[config.mk]
export PLATFORM = sky130hd
export DESIGN_NAME = deadline_timer_table_unit
export DESIGN_NICKNAME = d
export VERILOG_FILES = /design/src/hdl/dtt_pkg.sv /design/src/hdl/dtt_cmp_unit.sv /design/src/hdl/deadline_timer_table_unit.sv
export VERILOG_INCLUDE_DIRS = /design/src /design/src/hdl
export SDC_FILE = /design/constraint.sdc
export NUM_CORES = 2
export LEC_CHECK = 0
export ABC_AREA = 1
export ABC_CLOCK_PERIOD_IN_PS = 12900
export BUFFER_PORTS_ARGS = -buffer_cell sky130_fd_sc_hd__buf_2
export CAP_MARGIN = 20
export CORE_MARGIN = 1
export CORE_UTILIZATION = 60
export CTS_CLUSTER_DIAMETER = 40
export DETAILED_ROUTE_END_ITERATION = 8
export PLACE_DENSITY = 0.77
export SYNTH_ARGS = -nofsm -noshare
export SYNTH_HDL_FRONTEND = slang
export SYNTH_SLANG_ARGS = --single-unit
export TNS_END_PERCENT = 50
[constraint.sdc]
create_clock -name clk -period 12.9 [get_ports clk]
set_input_delay 1.29 -clock clk [delete_from_list [all_inputs] [get_ports clk]]
set_output_delay 1.29 -clock clk [all_outputs]
set_load 0.02 [all_outputs]
[src/hdl/assert_macros.svh]
// Assertion macros shared by the timer table RTL.
// Each macro wraps one clocked, reset-qualified concurrent assertion.
`ifndef ASSERT_MACROS_SVH
`define ASSERT_MACROS_SVH

// Same-cycle implication: cons must hold whenever ante holds.
`define DTT_ASSERT_IMP(label, clk, rst_n, ante, cons, msg) \
    label: assert property (@(posedge clk) disable iff (!rst_n) (ante) |-> (cons)) \
        else $error(msg);

// Next-cycle implication: cons must hold in the cycle after ante.
`define DTT_ASSERT_NXT(label, clk, rst_n, ante, cons, msg) \
    label: assert property (@(posedge clk) disable iff (!rst_n) (ante) |=> (cons)) \
        else $error(msg);

`endif

[src/hdl/dtt_pkg.sv]
// Package for the deadline timer table: sizes, action and status codes, types.
// Used by dtt_cmp_unit and deadline_timer_table_unit; depends on nothing.
`timescale 1ns / 1ps

package dtt_pkg;

    // Table geometry and field widths.
    localparam int TABLE_DEPTH = 16;
    localparam int IDX_BITS    = $clog2(TABLE_DEPTH);
    localparam int SLOT_BITS   = 4;
    localparam int TAG_BITS    = 16;
    localparam int TIME_BITS   = 32;
    localparam int ORDER_BITS  = 32;
    localparam int REFS_BITS   = 8;
    localparam int ACTION_BITS = 3;
    localparam int STATUS_BITS = 3;

    // Reference count limits.
    localparam logic signed [REFS_BITS-1:0] REFS_MAX  = 8'sd127;
    localparam logic signed [REFS_BITS-1:0] REFS_ONE  = 8'sd1;
    localparam logic signed [REFS_BITS-1:0] REFS_ZERO = 8'sd0;

    // Action codes.
    localparam logic [ACTION_BITS-1:0] ACT_SET     = 3'd0;
    localparam logic [ACTION_BITS-1:0] ACT_QUERY   = 3'd1;
    localparam logic [ACTION_BITS-1:0] ACT_FIRE    = 3'd2;
    localparam logic [ACTION_BITS-1:0] ACT_FIND    = 3'd3;
    localparam logic [ACTION_BITS-1:0] ACT_ADDREF  = 3'd4;
    localparam logic [ACTION_BITS-1:0] ACT_RELEASE = 3'd5;

    // Status codes.
    localparam logic [STATUS_BITS-1:0] STS_OK           = 3'd0;
    localparam logic [STATUS_BITS-1:0] STS_FULL         = 3'd1;
    localparam logic [STATUS_BITS-1:0] STS_EMPTY        = 3'd2;
    localparam logic [STATUS_BITS-1:0] STS_NOT_DUE      = 3'd3;
    localparam logic [STATUS_BITS-1:0] STS_NOT_FOUND    = 3'd4;
    localparam logic [STATUS_BITS-1:0] STS_SLOT_INVALID = 3'd5;

    // Sequencer states.
    typedef enum logic [1:0] {
        ST_IDLE,
        ST_SCAN,
        ST_FINISH
    } dtt_state_t;

    // Outcome of comparing a candidate entry against the reference operands.
    typedef struct packed {
        logic lt;      // candidate time below reference time
        logic eq;      // candidate time equal to reference time
        logic older;   // candidate inserted before the reference entry
    } dtt_cmp_t;

endpackage

[src/hdl/dtt_cmp_unit.sv]
// Shared compare unit of the timer table scan: time order and insertion age.
// Depends on dtt_pkg for widths and the result struct.
`timescale 1ns / 1ps

module dtt_cmp_unit (
    input  logic [dtt_pkg::TIME_BITS-1:0]  cand_time,
    input  logic [dtt_pkg::TIME_BITS-1:0]  ref_time,
    input  logic [dtt_pkg::ORDER_BITS-1:0] cand_age,
    input  logic [dtt_pkg::ORDER_BITS-1:0] ref_age,
    output dtt_pkg::dtt_cmp_t              result
);

    // One magnitude and one equality compare on the deadlines, one magnitude compare on the ages.
    always_comb
    begin
        result.lt    = cand_time < ref_time;
        result.eq    = cand_time == ref_time;
        result.older = cand_age > ref_age;
    end

endmodule

[src/hdl/deadline_timer_table_unit.sv]
// Top level of the deadline timer table: sequencer, entry store and result register.
// Depends on dtt_pkg, dtt_cmp_unit and assert_macros.svh.
//
//   channel  direction  handshake              payload
//   in       to block   in_valid / in_stall    action, now, time_value, owner_tag, slot
//   out      from block out_valid / out_stall  status, fired_tag, fired, wait_seconds,
//                                              found_slot
//
// Set, query, fire and find walk all sixteen entries through the shared compare unit,
// one entry a cycle. Addref, release and the unused actions skip the walk.
// One beat is in work at a time; in_stall is high from acceptance until the result
// has moved into the output register, which a stalled out channel may hold back.
// Reset clears the valid bits, the insertion counter and all control state at once.
`timescale 1ns / 1ps
`include "assert_macros.svh"

module deadline_timer_table_unit (
    input  logic                             clk,
    input  logic                             rst_n,
    input  logic                             in_valid,
    output logic                             in_stall,
    input  logic [dtt_pkg::ACTION_BITS-1:0]  action,
    input  logic [dtt_pkg::TIME_BITS-1:0]    now,
    input  logic [dtt_pkg::TIME_BITS-1:0]    time_value,
    input  logic [dtt_pkg::TAG_BITS-1:0]     owner_tag,
    input  logic [dtt_pkg::SLOT_BITS-1:0]    slot,
    output logic                             out_valid,
    input  logic                             out_stall,
    output logic [dtt_pkg::STATUS_BITS-1:0]  status,
    output logic [dtt_pkg::TAG_BITS-1:0]     fired_tag,
    output logic                             fired,
    output logic [dtt_pkg::TIME_BITS-1:0]    wait_seconds,
    output logic [dtt_pkg::SLOT_BITS-1:0]    found_slot
);

    localparam logic [dtt_pkg::IDX_BITS-1:0] IDX_LAST = dtt_pkg::IDX_BITS'(dtt_pkg::TABLE_DEPTH - 1);

    // Sequencer and latched beat.
    dtt_pkg::dtt_state_t               state_reg, state_next;
    logic [dtt_pkg::ACTION_BITS-1:0]   action_reg, action_next;
    logic [dtt_pkg::TIME_BITS-1:0]     now_reg, now_next;
    logic [dtt_pkg::TIME_BITS-1:0]     tval_reg, tval_next;
    logic [dtt_pkg::TAG_BITS-1:0]      tag_reg, tag_next;
    logic [dtt_pkg::IDX_BITS-1:0]      idx_reg, idx_next;

    // Best candidate found so far in the walk.
    logic                              found_reg, found_next;
    logic [dtt_pkg::IDX_BITS-1:0]      best_idx_reg, best_idx_next;
    logic [dtt_pkg::TIME_BITS-1:0]     best_time_reg, best_time_next;
    logic [dtt_pkg::ORDER_BITS-1:0]    best_age_reg, best_age_next;
    logic [dtt_pkg::TAG_BITS-1:0]      best_tag_reg, best_tag_next;

    // Table state.
    logic [dtt_pkg::TABLE_DEPTH-1:0]   valid_reg, valid_next;
    logic [dtt_pkg::ORDER_BITS-1:0]    insert_counter_reg, insert_counter_next;
    logic [dtt_pkg::TIME_BITS-1:0]     deadline_mem [dtt_pkg::TABLE_DEPTH];
    logic [dtt_pkg::TAG_BITS-1:0]      tag_mem      [dtt_pkg::TABLE_DEPTH];
    logic signed [dtt_pkg::REFS_BITS-1:0] refs_mem  [dtt_pkg::TABLE_DEPTH];
    logic [dtt_pkg::ORDER_BITS-1:0]    order_mem    [dtt_pkg::TABLE_DEPTH];

    // Registered read port of the entry store, addressed by idx_next.
    logic [dtt_pkg::TIME_BITS-1:0]     rd_time_reg;
    logic [dtt_pkg::TAG_BITS-1:0]      rd_tag_reg;
    logic signed [dtt_pkg::REFS_BITS-1:0] rd_refs_reg;
    logic [dtt_pkg::ORDER_BITS-1:0]    rd_order_reg;

    // Write port controls.
    logic                              set_we;
    logic                              refs_we;
    logic [dtt_pkg::IDX_BITS-1:0]      wr_addr;
    logic [dtt_pkg::TIME_BITS-1:0]     wr_time;
    logic signed [dtt_pkg::REFS_BITS-1:0] wr_refs;

    // Output register.
    logic                              out_valid_reg, out_valid_next;
    logic [dtt_pkg::STATUS_BITS-1:0]   status_reg, status_next;
    logic [dtt_pkg::TAG_BITS-1:0]      fired_tag_reg, fired_tag_next;
    logic                              fired_reg, fired_next;
    logic [dtt_pkg::TIME_BITS-1:0]     wait_reg, wait_next;
    logic [dtt_pkg::SLOT_BITS-1:0]     found_slot_reg, found_slot_next;

    // Compare unit operands and helpers.
    logic [dtt_pkg::TIME_BITS-1:0]     cmp_ref_time;
    logic [dtt_pkg::ORDER_BITS-1:0]    cand_age;
    dtt_pkg::dtt_cmp_t                 cmp;
    logic                              cand_valid;
    logic                              take;
    logic                              out_free;
    logic [dtt_pkg::TIME_BITS:0]       sum_wide;

    // Shared compare unit, used once per scanned entry.
    assign cand_age     = insert_counter_reg - rd_order_reg;
    assign cmp_ref_time = (action_reg == dtt_pkg::ACT_FIND) ? tval_reg : best_time_reg;

    dtt_cmp_unit u_cmp (
        .cand_time (rd_time_reg),
        .ref_time  (cmp_ref_time),
        .cand_age  (cand_age),
        .ref_age   (best_age_reg),
        .result    (cmp)
    );

    assign cand_valid = valid_reg[idx_reg];
    assign out_free   = !out_valid_reg || !out_stall;
    assign sum_wide   = {1'b0, now_reg} + {1'b0, tval_reg};

    // Whether the entry under the scan index replaces the best candidate.
    always_comb
    begin
        case (action_reg)
            dtt_pkg::ACT_SET:
                take = !found_reg && !cand_valid;
            dtt_pkg::ACT_QUERY, dtt_pkg::ACT_FIRE:
                take = cand_valid && (!found_reg || cmp.lt || (cmp.eq && cmp.older));
            dtt_pkg::ACT_FIND:
                take = cand_valid && cmp.eq && (rd_tag_reg == tag_reg) &&
                       (!found_reg || cmp.older);
            default:
                take = 1'b0;
        endcase
    end

    // Sequencer: next state, scan bookkeeping, table updates and the result.
    always_comb
    begin
        state_next          = state_reg;
        action_next         = action_reg;
        now_next            = now_reg;
        tval_next           = tval_reg;
        tag_next            = tag_reg;
        idx_next            = idx_reg;
        found_next          = found_reg;
        best_idx_next       = best_idx_reg;
        best_time_next      = best_time_reg;
        best_age_next       = best_age_reg;
        best_tag_next       = best_tag_reg;
        valid_next          = valid_reg;
        insert_counter_next = insert_counter_reg;
        set_we              = 1'b0;
        refs_we             = 1'b0;
        wr_addr             = idx_reg;
        wr_time             = sum_wide[dtt_pkg::TIME_BITS-1:0];
        wr_refs             = rd_refs_reg;
        out_valid_next      = out_valid_reg && out_stall;
        status_next         = status_reg;
        fired_tag_next      = fired_tag_reg;
        fired_next          = fired_reg;
        wait_next           = wait_reg;
        found_slot_next     = found_slot_reg;

        case (state_reg)
            dtt_pkg::ST_IDLE:
            begin
                if (in_valid)
                begin
                    action_next = action;
                    now_next    = now;
                    tval_next   = time_value;
                    tag_next    = owner_tag;
                    found_next  = 1'b0;
                    if (action inside {dtt_pkg::ACT_SET, dtt_pkg::ACT_QUERY,
                                       dtt_pkg::ACT_FIRE, dtt_pkg::ACT_FIND})
                    begin
                        idx_next   = '0;
                        state_next = dtt_pkg::ST_SCAN;
                    end
                    else
                    begin
                        idx_next   = dtt_pkg::IDX_BITS'(slot);
                        state_next = dtt_pkg::ST_FINISH;
                    end
                end
            end

            dtt_pkg::ST_SCAN:
            begin
                if (take)
                begin
                    found_next     = 1'b1;
                    best_idx_next  = idx_reg;
                    best_time_next = rd_time_reg;
                    best_age_next  = cand_age;
                    best_tag_next  = rd_tag_reg;
                end
                if (idx_reg == IDX_LAST)
                begin
                    state_next = dtt_pkg::ST_FINISH;
                end
                else
                begin
                    idx_next = idx_reg + dtt_pkg::IDX_BITS'(1);
                end
            end

            dtt_pkg::ST_FINISH:
            begin
                if (out_free)
                begin
                    state_next      = dtt_pkg::ST_IDLE;
                    out_valid_next  = 1'b1;
                    status_next     = dtt_pkg::STS_OK;
                    fired_tag_next  = '0;
                    fired_next      = 1'b0;
                    wait_next       = '0;
                    found_slot_next = '0;
                    case (action_reg)
                        dtt_pkg::ACT_SET:
                        begin
                            if (!found_reg)
                            begin
                                status_next = dtt_pkg::STS_FULL;
                            end
                            else
                            begin
                                // Saturate the deadline when now plus delay overflows.
                                set_we  = 1'b1;
                                refs_we = 1'b1;
                                wr_addr = best_idx_reg;
                                wr_refs = dtt_pkg::REFS_ZERO;
                                if (sum_wide[dtt_pkg::TIME_BITS])
                                begin
                                    wr_time = '1;
                                end
                                valid_next[best_idx_reg] = 1'b1;
                                insert_counter_next = insert_counter_reg +
                                                      dtt_pkg::ORDER_BITS'(1);
                                found_slot_next = dtt_pkg::SLOT_BITS'(best_idx_reg);
                            end
                        end
                        dtt_pkg::ACT_QUERY:
                        begin
                            if (!found_reg)
                            begin
                                status_next = dtt_pkg::STS_EMPTY;
                            end
                            else if (best_time_reg > now_reg)
                            begin
                                wait_next = best_time_reg - now_reg;
                            end
                        end
                        dtt_pkg::ACT_FIRE:
                        begin
                            if (!found_reg)
                            begin
                                status_next = dtt_pkg::STS_EMPTY;
                            end
                            else if (best_time_reg > now_reg)
                            begin
                                status_next = dtt_pkg::STS_NOT_DUE;
                            end
                            else
                            begin
                                // A fired timer leaves the table whatever its count.
                                valid_next[best_idx_reg] = 1'b0;
                                fired_tag_next = best_tag_reg;
                                fired_next     = 1'b1;
                            end
                        end
                        dtt_pkg::ACT_FIND:
                        begin
                            if (!found_reg)
                            begin
                                status_next = dtt_pkg::STS_NOT_FOUND;
                            end
                            else
                            begin
                                found_slot_next = dtt_pkg::SLOT_BITS'(best_idx_reg);
                            end
                        end
                        dtt_pkg::ACT_ADDREF:
                        begin
                            if (!cand_valid)
                            begin
                                status_next = dtt_pkg::STS_SLOT_INVALID;
                            end
                            else if (rd_refs_reg < dtt_pkg::REFS_MAX)
                            begin
                                refs_we = 1'b1;
                                wr_refs = rd_refs_reg + dtt_pkg::REFS_ONE;
                            end
                        end
                        dtt_pkg::ACT_RELEASE:
                        begin
                            if (!cand_valid)
                            begin
                                status_next = dtt_pkg::STS_SLOT_INVALID;
                            end
                            else if (rd_refs_reg <= dtt_pkg::REFS_ONE)
                            begin
                                valid_next[idx_reg] = 1'b0;
                            end
                            else
                            begin
                                refs_we = 1'b1;
                                wr_refs = rd_refs_reg - dtt_pkg::REFS_ONE;
                            end
                        end
                        default:
                        begin
                            status_next = dtt_pkg::STS_OK;
                        end
                    endcase
                end
            end

            default:
            begin
                state_next = dtt_pkg::ST_IDLE;
            end
        endcase
    end

    // Control state.
    always_ff @(posedge clk or negedge rst_n)
    begin
        if (!rst_n)
        begin
            state_reg          <= dtt_pkg::ST_IDLE;
            valid_reg          <= '0;
            insert_counter_reg <= '0;
            found_reg          <= 1'b0;
            idx_reg            <= '0;
            out_valid_reg      <= 1'b0;
        end
        else
        begin
            state_reg          <= state_next;
            valid_reg          <= valid_next;
            insert_counter_reg <= insert_counter_next;
            found_reg          <= found_next;
            idx_reg            <= idx_next;
            out_valid_reg      <= out_valid_next;
        end
    end

    // Payload registers.
    always_ff @(posedge clk)
    begin
        action_reg     <= action_next;
        now_reg        <= now_next;
        tval_reg       <= tval_next;
        tag_reg        <= tag_next;
        best_idx_reg   <= best_idx_next;
        best_time_reg  <= best_time_next;
        best_age_reg   <= best_age_next;
        best_tag_reg   <= best_tag_next;
        status_reg     <= status_next;
        fired_tag_reg  <= fired_tag_next;
        fired_reg      <= fired_next;
        wait_reg       <= wait_next;
        found_slot_reg <= found_slot_next;
    end

    // Entry store: one write port, one registered read port.
    always_ff @(posedge clk)
    begin
        if (set_we)
        begin
            deadline_mem[wr_addr] <= wr_time;
            tag_mem[wr_addr]      <= tag_reg;
            order_mem[wr_addr]    <= insert_counter_reg;
        end
        if (refs_we)
        begin
            refs_mem[wr_addr] <= wr_refs;
        end
        rd_time_reg  <= deadline_mem[idx_next];
        rd_tag_reg   <= tag_mem[idx_next];
        rd_refs_reg  <= refs_mem[idx_next];
        rd_order_reg <= order_mem[idx_next];
    end

    // Port drive.
    assign in_stall     = (state_reg != dtt_pkg::ST_IDLE);
    assign out_valid    = out_valid_reg;
    assign status       = status_reg;
    assign fired_tag    = fired_tag_reg;
    assign fired        = fired_reg;
    assign wait_seconds = wait_reg;
    assign found_slot   = found_slot_reg;

    // Checks on the sequencer.
    `DTT_ASSERT_NXT(a_accept_blocks_input, clk, rst_n, in_valid && !in_stall, in_stall, "input taken while a beat is in work")
    `DTT_ASSERT_NXT(a_scan_ends_in_finish, clk, rst_n, state_reg == dtt_pkg::ST_SCAN && idx_reg == IDX_LAST, state_reg == dtt_pkg::ST_FINISH, "scan did not stop after the last entry")
    `DTT_ASSERT_NXT(a_finish_delivers, clk, rst_n, state_reg == dtt_pkg::ST_FINISH && !out_valid_reg, out_valid_reg && state_reg == dtt_pkg::ST_IDLE, "free output register not loaded")
    `DTT_ASSERT_IMP(a_fired_is_ok, clk, rst_n, out_valid && fired, status == dtt_pkg::STS_OK && wait_seconds == '0, "fired result carries a bad status")

endmodule

==> parameters.txt <==
Parameter                              Value

Setup path
  Critical path startpoint category    register
  Max incr delay on CP    770 ps
  Critical path's most frequent cell    nand2_1
  Critical path's top delay family    simple AND/OR/NAND/NOR gates
  Worst setup path class    register to register
  Worst endpoint data arrival time    6520 ps
  Worst Path Max Fanout    57
  Crit path capture type    register
  Number of buffers and inverters on the critical path    3
  Crit. path cell count    23
  Ordered cell list for the critical path    ha_1 -> a21o_1 -> a21oi_1 -> o21ai_0 -> a21oi_1 -> inv_1 -> nand4_1 -> nand2_1 -> nand2_1 -> nand2_1 -> ha_1 -> nand2_1 -> nor3_1 -> nor2b_1 -> nand2_1 -> nand2_1 -> nand3_1 -> nand2_1 -> nand2_1 -> nand3_1 -> nand2_1 -> inv_4 -> buf_4
  Crit-path slowest cell    dfrtp_1
  Worst r2r path cells    23
  Required @ worst endpoint    13,340 ps

Power
  Power density over cell area    243 nW/um^2
  Combinational Power Share    36.9%
  Clk pwr share    27.3%
  Cell-internal power    12.8 mW
  Sequential Power Share    35.8%
  Switching Power    8.39 mW
  Worst supply voltage drop on vdd    0.000409 V
  Total power    21.1 mW
  P_leak    33.7 nW
  Switching part of the total    39.7%

Synthesis
  Leading cell type by number of instances after synthesis    edfxtp_1
  Mean Syn Cell Area    11.4 um^2
  Synth cell count leaders    edfxtp_1 (1,631), inv_1 (1,019), nand2_1 (935)
  Async set-reset flop share out of synthesis    3.15%
  Gate count after technology mapping    6,862
  Post-synthesis register bit count    1,775
  Library cells used by synthesis    55
  Most frequently used flop master after synthesis    edfxtp_1
  Ranking of synthesized cells by area    edfxtp_1 (63%), inv_1 (4.9%), nand2_1 (4.5%)
  Netlist area before placement    77,900 um^2
  Syn. warnings    0
  Portion of synthesized cell area occupied by the leading cell type    62.9%
  Largest area contributor in the netlist    edfxtp_1
  Sequential share of the synthesized area    66.9%
  Number of flops mapped to enable cells by yosys    1,631
  Net count of the mapped netlist    7,123

Drt
  Via/cell ratio    5.87
  Drt wl/cell    21.3 um
  Post-route DRC violation count    0
  Routed vias    52,069
  Count of antenna-violating nets left after detailed routing    0
  Number of DRC markers in iteration 0    5,969
  Total wire length after detailed routing    189,000 um
  Drt first pass iters    7

Global route
  Number of antenna violations at the first check in global routing    3
  Largest net degree at the start of global routing    283
  Global routing met1 resource utilization    39.7%
  Via count of the first global-routing pass    49,786
  Most utilized layer in the global route result    met2
  Met3 global-route usage    4.80%
  Total GRT Usage    28.7%
  Overflow left after global routing    0
  Global-route wire length before repair    288,000 um
  Met2 Usage GRT    46.6%

Cells and area
  Final instance count without filler cells    8,870
  Area used by multi-input combinational logic    20,400 um^2
  FILL cells    8,980
  Ratio of cells with drive above 1 in the final layout    8.60%
  Area of all sequential standard cells    52,100 um^2
  Area added between synthesis and finish    11.5%
  Final net count    7,225
  Largest registers    deadline_mem (512), order_mem (512), tag_mem (256)

Clock network
  Clock buffers created by TritonCTS    199
  Max H-tree Level    4
  Cts-stage hold buffer count    0
  Clk pin slew, worst setup/hold paths    60 ps
  Maximum root-to-sink buffer count    3
  # Post-CTS Setup Buffers    0
  Cts repair resizes    0
  CTS tree    yes
  Clock latency on the worst-skew pair    830 ps
  Root Buffer    clkbuf_16
  Clock Sink Count    1,775

Run status
  Result of the run    finished, final reports clean

Floorplan
  Die Outline Area    131,000 um^2
  Core region area    128,000 um^2
  Site row count    131
  Count of pins on the block boundary    149
  Width of the die    362 um
  Die Height    362 um
  Starting Density    60.8%

STA
  Share of the clock period used by the worst path    47.1%
  Shortest period the worst path allows    6080 ps
  Layout Skew    43.5 ps
  RSZ-0062 raised after global routing    false
  Normalized max-slew margin    16.3%
  Max Transition Viols Final    0
  Final setup violating endpoints    0
  Sum Neg Setup Slack    0 ps
  F_max    164 MHz
  Endpoints failing hold    0
  Transition time at the pin with the least slew margin    1260 ps

Worst hold path
  Worst Hold Path Cells    0
  Worst min-delay path class    register to register

Job
  Number of max-capacitance violations reported    0

Placed design
  Placer congestion estimate    0.952
  Number of placed cells counting well taps    8,491
  Total half-perimeter wirelength after legalization and detailed placement    113,000 um
  Count of buffers inserted at the top-level ports    148
power by group through the flow:
| stage | combinational (mW) | sequential (mW) | clock, mW |
|---|---|---|---|
| floorplan | 5.60 | 7.52 | 0 |
| global placement | 7.37 | 7.66 | 0 |
| detailed placement | 7.60 | 7.66 | 0 |
| CTS | 7.69 | 7.55 | 5.83 |
| global route | 8.64 | 7.59 | 6.06 |
| finish | 7.80 | 7.56 | 5.78 |
layer usage:
layer  share of wire [%]  wire length [um]
met1                  41             76700
met5              0.0053                10
met3                 9.3             17500
met2                  47             89100
met4                 2.9              5480
stage by stage:
step | cell area (um^2) | worst slack [ps] | hold WS (ps) | utilization [%]
2_1_floorplan | 77900 | 5840 | 408 | -
3_3_place_gp | 79900 | 6910 | 426 | 62.4
3_5_place_dp | 79900 | 6750 | 423 | 62.4
4_1_cts | 86800 | 6860 | 433 | 67.7
5_1_grt | 86800 | 6290 | 455 | 67.7
6_report | 86800 | 6820 | 427 | 67.8
worst paths after layout:
path                                       start                     end  slack (ps)
setup / recovery           insert_counter_reg[4]        best_age_reg[25]        6820
hold / removal                   rd_time_reg[27]       best_time_reg[27]         430
setup reg to reg           insert_counter_reg[4]        best_age_reg[25]        6820
hold reg to reg                  rd_time_reg[27]       best_time_reg[27]         430
max in group asynchronous                  rst_n  insert_counter_reg[24]       11630
min in group asynchronous                  rst_n           valid_reg[12]         590
logic make-up (layout without fill, tap and decap cells):
| logic type | count (synthesis) | count (layout) | share of synthesized area (%) |
|---|---|---|---|
| AND/OR/NAND/NOR | 2001 | 2001 | 11.1 |
| flip-flops | 1775 | 1775 | 66.9 |
| AO/OA/AOI/OAI | 1435 | 1435 | 10.6 |
| buffers and inverters | 1350 | 1626 | 7.07 |
| adder cells (fa/ha/maj) | 170 | 170 | 2.76 |
| XOR/XNOR | 101 | 101 | 1.14 |
| multiplexers | 30 | 30 | 0.386 |
| other | 0 | 3 | 0 |
cell type report:
| cell class | count | area share, % |
|---|---|---|
| Antenna cell | 3 | 0.00864 |
| Clock buffer | 236 | 6.03 |
| Clock inverter | 139 | 1.90 |
| Inverter | 1031 | 4.48 |
| Multi-Input combinational cell | 3737 | 23.5 |
| Sequential cell | 1775 | 60.0 |
| Tap cell | 1729 | 2.49 |
| Timing Repair Buffer | 220 | 1.57 |
worst reg2reg max path: stages, from the launching register on:
cell     delay (ps)
dfrtp_1         770
ha_1            390
a21o_1          190
a21oi_1         300
o21ai_0         310
a21oi_1         400
inv_1           100
nand4_1         100
nand2_1          70
nand2_1          50
nand2_1          70
ha_1            290
nand2_1          90
nor3_1          320
nor2b_1         290
nand2_1          80
nand2_1         290
nand3_1         140
nand2_1          90
nand2_1          50
nand3_1          60
nand2_1         100
inv_4           300
buf_4           760
placed cells by master (no fill, tap or decap), types with 16 or more instances in the layout:
master / instances
clkinv_1: 17
dfrtp_1: 56
clkbuf_16: 199
bufinv_16: 19
edfxtp_1: 1631
nor3_1: 38
clkbuf_1: 25
inv_1: 1018
dfxtp_1: 88
clkinvlp_4: 21
clkinv_2: 20
nand2_1: 933
o211ai_1: 361
xnor2_1: 43
nor2_4: 16
nand3_1: 665
a21oi_1: 517
xor2_1: 58
o21ai_0: 447
o21bai_1: 18
inv_6: 27
nand4_1: 30
ha_1: 167
clkinv_4: 16
buf_2: 147
nor2_1: 267
o21ai_1: 36
mux2i_1: 30
a21o_1: 20
buf_4: 67
(Power assumes the default switching activity.)
